$ cat config.mk
export PLATFORM = sky130hd
export DESIGN_NAME = c_word_tokenizer_core_flat
export DESIGN_NICKNAME = d
export VERILOG_FILES = /design/src/rtl/cwt_pkg.sv /design/src/rtl/cwt_if.sv /design/src/rtl/cwt_scan.sv /design/src/rtl/cwt_outq.sv /design/src/rtl/c_word_tokenizer_core.sv /design/src/flat_wrapper.sv
export VERILOG_INCLUDE_DIRS = /design/src /design/src/rtl
export SDC_FILE = /design/constraint.sdc
export NUM_CORES = 1
export LEC_CHECK = 0
export ABC_AREA = 1
export BUFFER_PORTS_ARGS = -buffer_cell sky130_fd_sc_hd__buf_2
export CELL_PAD_IN_SITES_DETAIL_PLACEMENT = 1
export CELL_PAD_IN_SITES_GLOBAL_PLACEMENT = 1
export CORE_MARGIN = 1
export CORE_UTILIZATION = 35
export DETAILED_ROUTE_END_ITERATION = 16
export GPL_ROUTABILITY_DRIVEN = 0
export PLACE_DENSITY_LB_ADDON = 0.1
export SYNTH_ARGS = -nofsm -noshare
export SYNTH_HDL_FRONTEND = slang
export SYNTH_HIERARCHICAL = 1
export SYNTH_SLANG_ARGS = --single-unit
$ cat constraint.sdc
create_clock -name clk -period 7.9 [get_ports clk]
set_input_delay 0.395 -clock clk [delete_from_list [all_inputs] [get_ports clk]]
set_output_delay 0.395 -clock clk [all_outputs]
set_load 0.01 [all_outputs]
$ cat src/rtl/assert_macros.svh
`ifndef ASSERT_MACROS_SVH
`define ASSERT_MACROS_SVH

// property that must hold at every clock edge out of reset
`define ASSERT_CLK(label, clk, rst_n, prop, msg) \
	label: assert property (@(posedge clk) disable iff (!rst_n) prop) else $error(msg);

// condition that must never be seen out of reset
`define ASSERT_NEVER(label, clk, rst_n, cond, msg) \
	label: assert property (@(posedge clk) disable iff (!rst_n) !(cond)) else $error(msg);

`endif

$ cat src/rtl/cwt_pkg.sv
package cwt_pkg;

	localparam int CHAR_W    = 8;
	localparam int LEN_W     = 10;
	localparam int KIND_W    = 2;
	localparam int ITEMS_MAX = 4;
	localparam int CNT_W     = 3;
	localparam int IDX_W     = 2;

	localparam logic [LEN_W-1:0] LEN_RESET = 10'd1023;

	localparam logic [CHAR_W-1:0] CH_HASH  = 8'h23;
	localparam logic [CHAR_W-1:0] CH_UNDER = 8'h5F;
	localparam logic [CHAR_W-1:0] CH_BSLASH = 8'h5C;
	localparam logic [CHAR_W-1:0] CH_DQUOTE = 8'h22;
	localparam logic [CHAR_W-1:0] CH_SQUOTE = 8'h27;
	localparam logic [CHAR_W-1:0] CH_SLASH = 8'h2F;
	localparam logic [CHAR_W-1:0] CH_STAR  = 8'h2A;
	localparam logic [CHAR_W-1:0] CH_NL    = 8'h0A;
	localparam logic [CHAR_W-1:0] CH_SPACE = 8'h20;
	localparam logic [CHAR_W-1:0] CH_NUL   = 8'h00;

	localparam logic [KIND_W-1:0] KIND_WORD = 2'd0;
	localparam logic [KIND_W-1:0] KIND_LIT  = 2'd1;
	localparam logic [KIND_W-1:0] KIND_SYM  = 2'd2;

	typedef enum logic [7:0] {
		MODE_IDLE  = 8'b0000_0001,
		MODE_SLASH = 8'b0000_0010,
		MODE_LINE  = 8'b0000_0100,
		MODE_BLOCK = 8'b0000_1000,
		MODE_STAR  = 8'b0001_0000,
		MODE_WORD  = 8'b0010_0000,
		MODE_LIT   = 8'b0100_0000,
		MODE_ESC   = 8'b1000_0000
	} mode_t;

	typedef struct packed {
		logic [CHAR_W-1:0] token_char;
		logic              token_end;
		logic [KIND_W-1:0] token_kind;
		logic              comment_error;
	} res_t;

	typedef struct packed {
		res_t [ITEMS_MAX-1:0] items;
		logic [CNT_W-1:0]     n;
	} grp_t;

	function automatic logic is_alpha(input logic [CHAR_W-1:0] c);
		return (c >= 8'h61 && c <= 8'h7A) || (c >= 8'h41 && c <= 8'h5A);
	endfunction

	function automatic logic is_digit(input logic [CHAR_W-1:0] c);
		return c >= 8'h30 && c <= 8'h39;
	endfunction

	function automatic logic is_space(input logic [CHAR_W-1:0] c);
		return c == CH_SPACE || (c >= 8'h09 && c <= 8'h0D);
	endfunction

	function automatic logic [CHAR_W-1:0] translate(input logic [CHAR_W-1:0] c);
		logic [CHAR_W-1:0] r;
		unique case (c)
			8'h61: r = 8'h07;
			8'h62: r = 8'h08;
			8'h74: r = 8'h09;
			8'h6E: r = 8'h0A;
			8'h76: r = 8'h0B;
			8'h66: r = 8'h0C;
			8'h72: r = 8'h0D;
			default: r = c;
		endcase
		return r;
	endfunction

endpackage

$ cat src/rtl/cwt_if.sv
interface cwt_in_if;
	logic                          valid;
	logic                          ready;
	logic [cwt_pkg::CHAR_W-1:0]    character;
	logic                          end_of_input;

	modport source (output valid, output character, output end_of_input, input ready);
	modport sink (input valid, input character, input end_of_input, output ready);
endinterface

interface cwt_out_if;
	logic                          valid;
	logic                          ready;
	logic [cwt_pkg::CHAR_W-1:0]    token_char;
	logic                          token_end;
	logic [cwt_pkg::KIND_W-1:0]    token_kind;
	logic                          comment_error;

	modport source (output valid, output token_char, output token_end, output token_kind,
		output comment_error, input ready);
	modport sink (input valid, input token_char, input token_end, input token_kind,
		input comment_error, output ready);
endinterface

interface cwt_cfg_if;
	logic                          valid;
	logic                          ready;
	logic [cwt_pkg::LEN_W-1:0]     max_token_length;

	modport source (output valid, output max_token_length, input ready);
	modport sink (input valid, input max_token_length, output ready);
endinterface

$ cat src/rtl/cwt_scan.sv
`include "assert_macros.svh"

module cwt_scan (
	input  logic                clk,
	input  logic                arst_n,
	cwt_in_if.sink              src,
	cwt_cfg_if.sink             cfg,
	input  logic                free,
	output cwt_pkg::grp_t       grp,
	output logic                grp_load
);

	logic                              valid_s1;
	logic [cwt_pkg::CHAR_W-1:0]        char_s1;
	logic                              eoi_s1;

	cwt_pkg::mode_t                    mode_q, mode_d;
	logic [cwt_pkg::LEN_W-1:0]         tlen_q, tlen_d;
	logic                              quote_q, quote_d;
	logic [cwt_pkg::LEN_W-1:0]         mtl_q;

	logic [cwt_pkg::LEN_W-1:0]         lim;
	logic [cwt_pkg::CHAR_W-1:0]        quote_ch;
	logic                              advance;

	logic                              run_idle;
	logic                              do_app;
	logic [cwt_pkg::CHAR_W-1:0]        app_ch;
	logic [cwt_pkg::KIND_W-1:0]        app_kind;
	logic [cwt_pkg::LEN_W-1:0]         app_base;
	logic [cwt_pkg::LEN_W-1:0]         app_len;

	assign cfg.ready = 1'b1;
	assign lim       = (mtl_q == '0) ? cwt_pkg::LEN_W'(1) : mtl_q;
	assign quote_ch  = quote_q ? cwt_pkg::CH_SQUOTE : cwt_pkg::CH_DQUOTE;
	assign advance   = valid_s1 && (free || grp.n == '0);
	assign grp_load  = valid_s1 && free && grp.n != '0;
	assign src.ready = !valid_s1 || advance;

	always_ff @(posedge clk or negedge arst_n) begin
		if (!arst_n) begin
			mtl_q <= cwt_pkg::LEN_RESET;
		end else if (cfg.valid && cfg.ready) begin
			mtl_q <= cfg.max_token_length;
		end
	end

	always_ff @(posedge clk or negedge arst_n) begin
		if (!arst_n) begin
			valid_s1 <= 1'b0;
		end else if (src.ready) begin
			valid_s1 <= src.valid;
		end
	end

	always_ff @(posedge clk) begin
		if (src.valid && src.ready) begin
			char_s1 <= src.character;
			eoi_s1  <= src.end_of_input;
		end
	end

	always_ff @(posedge clk or negedge arst_n) begin
		if (!arst_n) begin
			mode_q  <= cwt_pkg::MODE_IDLE;
			tlen_q  <= '0;
			quote_q <= 1'b0;
		end else if (advance) begin
			mode_q  <= mode_d;
			tlen_q  <= tlen_d;
			quote_q <= quote_d;
		end
	end

	always_comb begin
		grp      = '0;
		mode_d   = mode_q;
		tlen_d   = tlen_q;
		quote_d  = quote_q;
		run_idle = 1'b0;
		do_app   = 1'b0;
		app_ch   = '0;
		app_kind = cwt_pkg::KIND_WORD;
		app_base = tlen_q;
		app_len  = '0;
		if (eoi_s1) begin
			unique case (mode_q)
				cwt_pkg::MODE_WORD: begin
					grp.items[grp.n[cwt_pkg::IDX_W-1:0]] = '{cwt_pkg::CH_NUL, 1'b1,
						cwt_pkg::KIND_WORD, 1'b0};
					grp.n = grp.n + 1'b1;
				end
				cwt_pkg::MODE_LIT, cwt_pkg::MODE_ESC: begin
					grp.items[grp.n[cwt_pkg::IDX_W-1:0]] = '{cwt_pkg::CH_NUL, 1'b1,
						cwt_pkg::KIND_LIT, 1'b0};
					grp.n = grp.n + 1'b1;
				end
				cwt_pkg::MODE_SLASH: begin
					grp.items[grp.n[cwt_pkg::IDX_W-1:0]] = '{cwt_pkg::CH_SLASH, 1'b0,
						cwt_pkg::KIND_SYM, 1'b0};
					grp.n = grp.n + 1'b1;
					grp.items[grp.n[cwt_pkg::IDX_W-1:0]] = '{cwt_pkg::CH_NUL, 1'b1,
						cwt_pkg::KIND_SYM, 1'b0};
					grp.n = grp.n + 1'b1;
				end
				cwt_pkg::MODE_BLOCK, cwt_pkg::MODE_STAR: begin
					grp.items[grp.n[cwt_pkg::IDX_W-1:0]] = '{cwt_pkg::CH_NUL, 1'b0,
						cwt_pkg::KIND_WORD, 1'b1};
					grp.n = grp.n + 1'b1;
				end
				default: begin
				end
			endcase
			mode_d  = cwt_pkg::MODE_IDLE;
			tlen_d  = '0;
			quote_d = 1'b0;
		end else begin
			unique case (mode_q)
				cwt_pkg::MODE_SLASH: begin
					if (char_s1 == cwt_pkg::CH_SLASH) begin
						mode_d = cwt_pkg::MODE_LINE;
					end else if (char_s1 == cwt_pkg::CH_STAR) begin
						mode_d = cwt_pkg::MODE_BLOCK;
					end else begin
						grp.items[grp.n[cwt_pkg::IDX_W-1:0]] = '{cwt_pkg::CH_SLASH, 1'b0,
							cwt_pkg::KIND_SYM, 1'b0};
						grp.n = grp.n + 1'b1;
						grp.items[grp.n[cwt_pkg::IDX_W-1:0]] = '{cwt_pkg::CH_NUL, 1'b1,
							cwt_pkg::KIND_SYM, 1'b0};
						grp.n    = grp.n + 1'b1;
						mode_d   = cwt_pkg::MODE_IDLE;
						run_idle = 1'b1;
					end
				end
				cwt_pkg::MODE_LINE: begin
					if (char_s1 == cwt_pkg::CH_NL) begin
						mode_d = cwt_pkg::MODE_IDLE;
					end
				end
				cwt_pkg::MODE_BLOCK: begin
					if (char_s1 == cwt_pkg::CH_STAR) begin
						mode_d = cwt_pkg::MODE_STAR;
					end
				end
				cwt_pkg::MODE_STAR: begin
					if (char_s1 == cwt_pkg::CH_SLASH) begin
						mode_d = cwt_pkg::MODE_IDLE;
					end else if (char_s1 != cwt_pkg::CH_STAR) begin
						mode_d = cwt_pkg::MODE_BLOCK;
					end
				end
				cwt_pkg::MODE_WORD: begin
					if (cwt_pkg::is_alpha(char_s1) || cwt_pkg::is_digit(char_s1) ||
						char_s1 == cwt_pkg::CH_UNDER) begin
						do_app   = 1'b1;
						app_ch   = char_s1;
						app_kind = cwt_pkg::KIND_WORD;
					end else begin
						grp.items[grp.n[cwt_pkg::IDX_W-1:0]] = '{cwt_pkg::CH_NUL, 1'b1,
							cwt_pkg::KIND_WORD, 1'b0};
						grp.n    = grp.n + 1'b1;
						mode_d   = cwt_pkg::MODE_IDLE;
						tlen_d   = '0;
						run_idle = 1'b1;
					end
				end
				cwt_pkg::MODE_LIT: begin
					if (char_s1 == quote_ch) begin
						grp.items[grp.n[cwt_pkg::IDX_W-1:0]] = '{cwt_pkg::CH_NUL, 1'b1,
							cwt_pkg::KIND_LIT, 1'b0};
						grp.n  = grp.n + 1'b1;
						mode_d = cwt_pkg::MODE_IDLE;
						tlen_d = '0;
					end else if (char_s1 == cwt_pkg::CH_BSLASH) begin
						mode_d = cwt_pkg::MODE_ESC;
					end else begin
						do_app   = 1'b1;
						app_ch   = char_s1;
						app_kind = cwt_pkg::KIND_LIT;
					end
				end
				cwt_pkg::MODE_ESC: begin
					mode_d   = cwt_pkg::MODE_LIT;
					do_app   = 1'b1;
					app_ch   = cwt_pkg::translate(char_s1);
					app_kind = cwt_pkg::KIND_LIT;
				end
				default: begin
					mode_d   = cwt_pkg::MODE_IDLE;
					run_idle = 1'b1;
				end
			endcase

			if (run_idle) begin
				priority if (cwt_pkg::is_space(char_s1)) begin
					mode_d = cwt_pkg::MODE_IDLE;
				end else if (char_s1 == cwt_pkg::CH_SLASH) begin
					mode_d = cwt_pkg::MODE_SLASH;
				end else if (char_s1 == cwt_pkg::CH_DQUOTE || char_s1 == cwt_pkg::CH_SQUOTE) begin
					mode_d  = cwt_pkg::MODE_LIT;
					quote_d = (char_s1 == cwt_pkg::CH_SQUOTE);
					tlen_d  = '0;
				end else if (cwt_pkg::is_alpha(char_s1) || char_s1 == cwt_pkg::CH_UNDER ||
					char_s1 == cwt_pkg::CH_HASH) begin
					mode_d   = cwt_pkg::MODE_WORD;
					do_app   = 1'b1;
					app_ch   = char_s1;
					app_kind = cwt_pkg::KIND_WORD;
					app_base = '0;
				end else begin
					grp.items[grp.n[cwt_pkg::IDX_W-1:0]] = '{char_s1, 1'b0,
						cwt_pkg::KIND_SYM, 1'b0};
					grp.n = grp.n + 1'b1;
					grp.items[grp.n[cwt_pkg::IDX_W-1:0]] = '{cwt_pkg::CH_NUL, 1'b1,
						cwt_pkg::KIND_SYM, 1'b0};
					grp.n = grp.n + 1'b1;
				end
			end

			if (do_app) begin
				grp.items[grp.n[cwt_pkg::IDX_W-1:0]] = '{app_ch, 1'b0, app_kind, 1'b0};
				grp.n   = grp.n + 1'b1;
				app_len = app_base + 1'b1;
				tlen_d  = app_len;
				if (app_len >= lim) begin
					grp.items[grp.n[cwt_pkg::IDX_W-1:0]] = '{cwt_pkg::CH_NUL, 1'b1,
						app_kind, 1'b0};
					grp.n  = grp.n + 1'b1;
					mode_d = cwt_pkg::MODE_IDLE;
					tlen_d = '0;
				end
			end
		end
	end

	`ASSERT_NEVER(a_err_needs_eoi, clk, arst_n, grp_load && grp.items[0].comment_error && !eoi_s1, "comment error without end of input")
	`ASSERT_NEVER(a_grp_count, clk, arst_n, valid_s1 && (grp.n > cwt_pkg::CNT_W'(cwt_pkg::ITEMS_MAX)), "result group over capacity")

endmodule

$ cat src/rtl/cwt_outq.sv
`include "assert_macros.svh"

module cwt_outq (
	input  logic                clk,
	input  logic                arst_n,
	input  cwt_pkg::grp_t       grp,
	input  logic                grp_load,
	output logic                free,
	cwt_out_if.source           res
);

	cwt_pkg::res_t [cwt_pkg::ITEMS_MAX-1:0] items_q;
	logic [cwt_pkg::CNT_W-1:0]              rem_q;
	logic [cwt_pkg::IDX_W-1:0]              idx_q;
	logic                                   take;

	assign res.valid         = rem_q != '0;
	assign take              = res.valid && res.ready;
	assign free              = (rem_q == '0) || (rem_q == cwt_pkg::CNT_W'(1) && res.ready);
	assign res.token_char    = items_q[idx_q].token_char;
	assign res.token_end     = items_q[idx_q].token_end;
	assign res.token_kind    = items_q[idx_q].token_kind;
	assign res.comment_error = items_q[idx_q].comment_error;

	always_ff @(posedge clk or negedge arst_n) begin
		if (!arst_n) begin
			rem_q <= '0;
			idx_q <= '0;
		end else if (grp_load) begin
			rem_q <= grp.n;
			idx_q <= '0;
		end else if (take) begin
			rem_q <= rem_q - 1'b1;
			idx_q <= idx_q + 1'b1;
		end
	end

	always_ff @(posedge clk) begin
		if (grp_load) begin
			items_q <= grp.items;
		end
	end

	`ASSERT_NEVER(a_load_busy, clk, arst_n, grp_load && !free, "group loaded over undelivered results")
	`ASSERT_NEVER(a_rem_range, clk, arst_n, rem_q > cwt_pkg::CNT_W'(cwt_pkg::ITEMS_MAX), "remaining count out of range")
	`ASSERT_CLK(a_drain_last, clk, arst_n, (take && rem_q == cwt_pkg::CNT_W'(1) && !grp_load) |=> !res.valid, "valid held after last result")

endmodule

$ cat src/rtl/c_word_tokenizer_core.sv
// C source tokenizer: one source byte per input transaction, tokens out as a
// stream of characters each closed by an end item (token_end). Comments and
// white space are dropped; an unclosed block comment at end of input yields a
// single item with comment_error set. The byte passes an input register, is
// scanned combinationally against the scan state, and the zero to four result
// items it causes are loaded together into a result group that drains one
// item per cycle while the output is ready. A new byte is taken every cycle
// while the output is ready and each byte causes at most one result; a byte
// with more results stalls the next byte until its group has drained.
// max_token_length is written through the always ready configuration channel;
// the user must do so only while no transaction is in flight; not enforced.
module c_word_tokenizer_core (
	input  logic      clk,
	input  logic      arst_n,
	cwt_in_if.sink    src,
	cwt_cfg_if.sink   cfg,
	cwt_out_if.source res
);

	cwt_pkg::grp_t grp;
	logic          grp_load;
	logic          free;

	cwt_scan u_scan (
		.clk      (clk),
		.arst_n   (arst_n),
		.src      (src),
		.cfg      (cfg),
		.free     (free),
		.grp      (grp),
		.grp_load (grp_load)
	);

	cwt_outq u_outq (
		.clk      (clk),
		.arst_n   (arst_n),
		.grp      (grp),
		.grp_load (grp_load),
		.free     (free),
		.res      (res)
	);

endmodule
$ cat src/flat_wrapper.sv
// flat-port wrapper written by rule: the top's interface ports become plain ports
module c_word_tokenizer_core_flat 
  (clk, arst_n, src_valid, src_character, src_end_of_input, src_ready, cfg_valid, cfg_max_token_length, cfg_ready, res_valid, res_token_char, res_token_end, res_token_kind, res_comment_error, res_ready);
  cwt_in_if src_i ();
  cwt_cfg_if cfg_i ();
  cwt_out_if res_i ();
  input  logic clk;
  input  logic arst_n;
  input wire logic [$bits(src_i.valid)-1:0] src_valid;
  input wire logic [$bits(src_i.character)-1:0] src_character;
  input wire logic [$bits(src_i.end_of_input)-1:0] src_end_of_input;
  output wire logic [$bits(src_i.ready)-1:0] src_ready;
  input wire logic [$bits(cfg_i.valid)-1:0] cfg_valid;
  input wire logic [$bits(cfg_i.max_token_length)-1:0] cfg_max_token_length;
  output wire logic [$bits(cfg_i.ready)-1:0] cfg_ready;
  output wire logic [$bits(res_i.valid)-1:0] res_valid;
  output wire logic [$bits(res_i.token_char)-1:0] res_token_char;
  output wire logic [$bits(res_i.token_end)-1:0] res_token_end;
  output wire logic [$bits(res_i.token_kind)-1:0] res_token_kind;
  output wire logic [$bits(res_i.comment_error)-1:0] res_comment_error;
  input wire logic [$bits(res_i.ready)-1:0] res_ready;
  assign src_i.valid = src_valid;
  assign src_i.character = src_character;
  assign src_i.end_of_input = src_end_of_input;
  assign src_ready = src_i.ready;
  assign cfg_i.valid = cfg_valid;
  assign cfg_i.max_token_length = cfg_max_token_length;
  assign cfg_ready = cfg_i.ready;
  assign res_valid = res_i.valid;
  assign res_token_char = res_i.token_char;
  assign res_token_end = res_i.token_end;
  assign res_token_kind = res_i.token_kind;
  assign res_comment_error = res_i.comment_error;
  assign res_i.ready = res_ready;
  c_word_tokenizer_core u_core (.clk(clk), .arst_n(arst_n), .src(src_i), .cfg(cfg_i), .res(res_i));
endmodule
## After elaboration in Yosys (flattened, before gate mapping)

Index checks and enable logic that the tools add are counted.

- $add $sub $neg: 7
- Magnitude comparators: 18
- Equal/unequal tests: 28
- Mux-type cells: 112
- Bitwise gates (word level): 3
- Reductions and logical operators: 37

Operators by type and width:

| cell | count |
|---|---|
| $mux W51 | 8 |
| $mux W8 | 24 |
| $mux W10 | 16 |
| $bwmux W48 | 3 |
| $pmux W8 S7 | 2 |
| $demux W12 S2 | 4 |
| $mux W12 | 7 |
| $eq A8 B7 Y1 const B | 10 |
| $eq A8 B6 Y1 const B | 7 |
| $pmux W13 S4 | 1 |
| $pmux W15 S3 | 1 |
| $and A40 B40 Y40 | 1 |
| $not A40 Y40 | 1 |
| $mux W19 | 2 |
| $mux W27 | 1 |
| $bmux W12 S2 | 1 |
| $pmux W8 S3 | 1 |
| $mux W1 | 20 |
| $pmux W10 S2 | 1 |
| $eq A8 B4 Y1 const B | 2 |
| $ge A8 B7 Y1 const B | 2 |
| $le A8 B7 Y1 const B | 2 |
| $mux W2 | 8 |
| $lt A2 B3 Y1 const B | 5 |
| 35 further kinds | 75 |

- Flip-flop bits (word level): 92
- Bits of input ports: 24
- Output and inout port bits: 15

## Depth between registers and ports, before layout

- Depth in word-level cells: 35
- Gate-level depth with buffers: 41
- Depth with buffers taken out: 40

## By module

Netlist, hierarchy kept.

Modules (own cells, without submodules):

| module | instances | cells each | area an instance (um^2) |
|---|---|---|---|
| cwt_scan | 1 | 744 | 4614.4 |
| cwt_outq | 1 | 176 | 2175.8 |

## Worst setup path after synthesis

OpenSTA, ideal clock, no wires.

- Kind: register -> register
- Start point: register u_core/u_scan/char_s1[7] in the netlist's numbering
- End point: register u_core/u_outq/rem_q[2] in the netlist's numbering
- Library setup time: 0.125 ns
- Arrival: 7.203 ns
- Data required time: 7.775 ns
- Slack: 0.571 ns
- Stages on the path, launching flop included: 36
- Buffers on the path: 1
- Period minus slack after synthesis: 7.329 ns
- Cells stage by stage: edfxtp_1 > nor2_2 > nand3_2 > nor2_4 > nor2_2 > nand2_4 > nand3_4 > nand2_4 > buf_2 > nand2_1 > inv_2 > ha_1 > nand3_1 > nor2_1 > nand4_1 > nand2_1 > inv_1 > ha_1 > nand2_1 > nor2_1 > o211ai_1 > nand3_1 > nor2_1 > inv_1 > nand2_1 > nor2_1 > o21ai_1 > nand2_1 > nand2_2 > nand2_1 > nor2_1 > clkinv_1 > nand3b_1 > nand2_1 > inv_1 > nand2_1

- Cells in the longest elaborated chain, start to end: 24
- Elaborated cells between the ends (all ways): 74
- Those cells by class: add/sub (5); order compare (9); eq/ne (9); mux (37); reduce/logical (14)

RTL lines:

| item | RTL line | text |
|---|---|---|
| from (decl) | cwt_scan.sv:14 | `logic [cwt_pkg::CHAR_W-1:0] char_s1;` |
| from (signal assigned) | cwt_scan.sv:58 | `char_s1 <= src.character;` |
| $ge A8 B7 Y1 or $le A8 B7 Y1 (tied branches) | cwt_pkg.sv:51 | `return (c >= 8'h61 && c <= 8'h7A) \|\| (c >= 8'h41 && c <= 8'h5A);` |
| $logic_and A1 B1 Y1 | cwt_pkg.sv:51 |  |
| $logic_or A1 B1 Y1 | cwt_pkg.sv:51 |  |
| $logic_or A1 B1 Y1 (2 in a row) | cwt_scan.sv:153 | `if (cwt_pkg::is_alpha(char_s1) \|\| cwt_pkg::is_digit(char_s1) \|\|` |
| $mux W7 | cwt_scan.sv:153 |  |
| $pmux W15 S3 | cwt_scan.sv:118 | `unique case (mode_q)` |
| $mux W15 | cwt_scan.sv:86 | `if (eoi_s1) begin` |
| $add A3 B1 Y3 | cwt_scan.sv:213 | `grp.n = grp.n + 1'b1;` |
| (+8 left out) | n/a |  |
| $add A3 B1 Y3 | cwt_scan.sv:228 | `grp.n = grp.n + 1'b1;` |
| $mux W51 | cwt_scan.sv:225 | `if (app_len >= lim) begin` |
| $mux W51 * | cwt_scan.sv:220 | `if (do_app) begin` |
| $mux W27 * | cwt_scan.sv:86 |  |
| $reduce_bool A3 Y1 * | cwt_scan.sv:37 | `assign grp_load = valid_s1 && free && grp.n != '0;` |
| $logic_and A1 B1 Y1 * | cwt_scan.sv:37 |  |
| named net u_core.grp_load | c_word_tokenizer_core.sv:21 | `logic grp_load;` |
| $mux W3 or $reduce_bool A2 Y1 (tied branches) | n/a |  |
| to (signal assigned) | cwt_outq.sv:30 | `rem_q <= grp.n;` |
| to (signal assigned) | cwt_outq.sv:33 | `rem_q <= rem_q - 1'b1;` |
| to (decl) | cwt_outq.sv:13 | `logic [cwt_pkg::CNT_W-1:0] rem_q;` |

The timed path passes the listed nets; every way through them passes the cells marked *. The select of a mux whose other input is x is not followed.
A chain may end at the register's enable or synchronous reset.

## Final worst setup path

- Start point: register u_core/u_scan/char_s1[0] in the netlist's numbering
- End point: register u_core/u_outq/rem_q[2] in the netlist's numbering

Same word-level chain as after synthesis.

==> metrics.txt <==
run status=complete, no violations; YS warnings=6; Synth Flop Type=edfxtp_1; clock slew at reported path FFs=70 ps; final setup violation count=0; setup bufs post-CTS=0; first-pass GRT wire length=34200 um; Initial Util=36.1%; critical path class=reg2reg; #FFs+latches synth=92; nets@finish=991; sequential-to-total area share from yosys stat=38.3%; Num CTS Buffers=9; Max Cap Viol=0; post-synth top area cell=edfxtp_1; wire length per cell=17.5 um; Synth area leaders=edfxtp_1, nand2_1, dfrtp_1, inv_1, nor2_1; total number of vias=6142; die area=20000 um2; CP max stage delay=660 ps; Post-Synthesis Cells=920; H-tree Lvls=3; Die Y=141 um; unique cell type count in the Yosys netlist=52; Die X=141 um; CP dominant cell by count=nand2_1; Setup crit end=u_core/u_outq/rem_q[2]$_DFFE_PN0P_; clock sink count=92; CTS root buf=clkbuf_16; setup_tns=0 ps; grt met2 use=33.9%; pin count of the biggest net entering global routing=36; vias in the first global route=6244; EDFF count, synth=57; Core ar.=18800 um2; Synth Area per Inst=7.38 um2; worst-path fanout max=32; dpl hpwl=16400 um; share of post-route cells with drive strength above 1=15.5%; Initial DRT Pass Iterations=4; GRT Residual Overflow=0; # IOs=39; Post-synth top cells=nand2_1, inv_1, nor2_1, o21ai_0, edfxtp_1; post-CTS resize count=0; clk buf depth=2; CTS Hold Bufs=0; Finished Cell Area=7430 um2; Hold Crit Class=in2async; reg2reg path depth=35; Critical Path End Type=flop; Tmin final=6610 ps; DRC viols=0; busiest grt layer=met2; routing usage on met1=32.5%; measured slew at the worst slew-check pin=981 ps; RR Endpoint=u_core/u_outq/rem_q[2]$_DFFE_PN0P_; initial DRC count=231; VDD IR-drop max=151 uV; Worst Setup Start Kind=flop; WP data arrival=6860 ps; met3 Resource Use GR=3.58%; ant diodes=0; DP Worst Slack=1250 ps; CTS tree=yes; Setup crit start=u_core/u_scan/char_s1[0]$_DFFE_PP_; Critical Path RT=8140 ps; most instantiated library cell after synthesis=nand2_1; f_max=151 MHz; area grow syn2layout=9.40%; Total GRT Usage=22.4%; Synth top area share=25.2%; Async SR Flop Fraction=38.0%; clock latency on the worst-skew pair=350 ps; r2r startpoint=u_core/u_scan/char_s1[0]$_DFFE_PP_; Lkg Pwr=3.35 nW; initial antenna violation count=0; IO buf count=37; final worst slack=1290 ps; synthesized area=6790 um2; RSZ-0062 raised after global routing=false; row cnt=50; r2r setup slk=1290 ps; DP Area=7120 um2; Final Max Tran Viols=0; Period Utilization, post-route=83.7%; final WL=21100 um; Cell Pwr Density=280 nW/um2; Slowest-stage cell, CP=nor2_4; Detail Route Antenna Nets=0; clk_skew=5.99 ps; worst relative slew slack=33.8%; vias per cell=5.09; final hold violation count=0
[sequential cells by signal, summed over array words and instances, names as in the netlist]
| register | flops |
|---|---|
| u_core/u_outq/rem_q | 3 |
| u_core/u_scan/eoi_s1 | 1 |
| u_core/u_outq/idx_q | 2 |
| u_core/u_scan/tlen_q | 10 |
| u_core/u_scan/quote_q | 1 |
| u_core/u_scan/mtl_q | 10 |
| u_core/u_scan/char_s1 | 8 |
| u_core/u_outq/items_q | 48 |
| u_core/u_scan/valid_s1 | 1 |
| u_core/u_scan/mode_q | 8 |
[cells by family (layout without fill, tap and decap cells)]
kind of cell	after synthesis	count (layout)	synth area share, %
buf+inv	154	178	9.99
fa+ha+maj	26	26	4.79
other cells	2	4	0.111
simple gates	476	476	32.1
compound gates	169	169	14.6
xor+xnor	1	1	0.129
flops	92	92	38.3
[worst min path at each step]
stage | to | slack (ps) | depth (start not counted)
final | u_core/u_outq/rem_q[2]$_DFFE_PN0P_ | 130 | 1
after global routing | u_core/u_scan/char_s1[1]$_DFFE_PP_ | 200 | 1
after CTS | u_core/u_outq/rem_q[2]$_DFFE_PN0P_ | 170 | 1
after detailed placement | u_core/u_scan/mode_q[0]$_DFFE_PN1P_ | 480 | 2
after global placement | u_core/u_scan/mode_q[0]$_DFFE_PN1P_ | 480 | 2
after floorplan | u_core/u_outq/idx_q[0]$_DFFE_PN0P_ | 100 | 0
[through the flow]
step	cells	utilization [%]	power, mW	hold slack, ps
after global routing	1206	39.4	2.23	196
after global placement	1190	37.8	1.63	479
after CTS	1206	39.4	2.11	169
final	1206	39.4	2.08	131
after floorplan	922	-	1.39	99.4
after detailed placement	1190	37.8	1.64	484
[power breakdown]
part	switching, mW	internal [mW]	total (mW)
Combinational	0.636	0.259	0.894
Clock	0.204	0.251	0.455
Sequential	0.0870	0.642	0.729
[metal layers]
metal	up-vias	share of wire (%)
met4	0	2.3
met2	97	43
met3	24	2.6
met5	-	0
met1	2936	52
li1	3085	-
[critical path, delay by kind of cell, from the launching register on]
kind	cells	cell delay, ps
flip-flops	1	550
buffers and inverters	6	1290
AO/OA/AOI/OAI	3	350
adder cells (fa/ha/maj)	2	410
AND/OR/NAND/NOR	24	3880
[cells in the final DEF, fill, tap and decap left out, types with 2 or more instances in the layout]
cell type and n:
a21o_1 2, a211oi_1 3, o31ai_1 3, conb_1 4, inv_2 10, buf_2 37, a22oi_1 2, or2_2 8
o21ai_0 65, o22ai_1 2, nor3_1 11, inv_6 3, nor4_1 4, nand2_2 24, nor2_2 9, o21ai_2 13
nand3_2 3, dfstp_2 11, nor2_4 3, o211ai_1 16, nand2_4 5, clkbuf_16 9, nand4_1 23, edfxtp_1 57
o21ai_1 3, nand2_1 221, buf_4 3, or2_1 4, ha_1 26, a21oi_1 50, nor2_1 99, dfrtp_1 24
inv_1 108, nand3_1 55, clkinv_1 3, a32oi_1 2, nand3b_1 3
[final cells by class]
type	instances	area [um2]
Clock buffer	9	225
Clock inverter	7	80.1
Fill cell	2372	11400
Inverter	122	463
Multi-Input combinational cell	676	3530
Sequential cell	92	2600
Tap cell	260	325
Timing Repair Buffer	40	208
No activity file was read; power rests on OpenSTA's default activity.
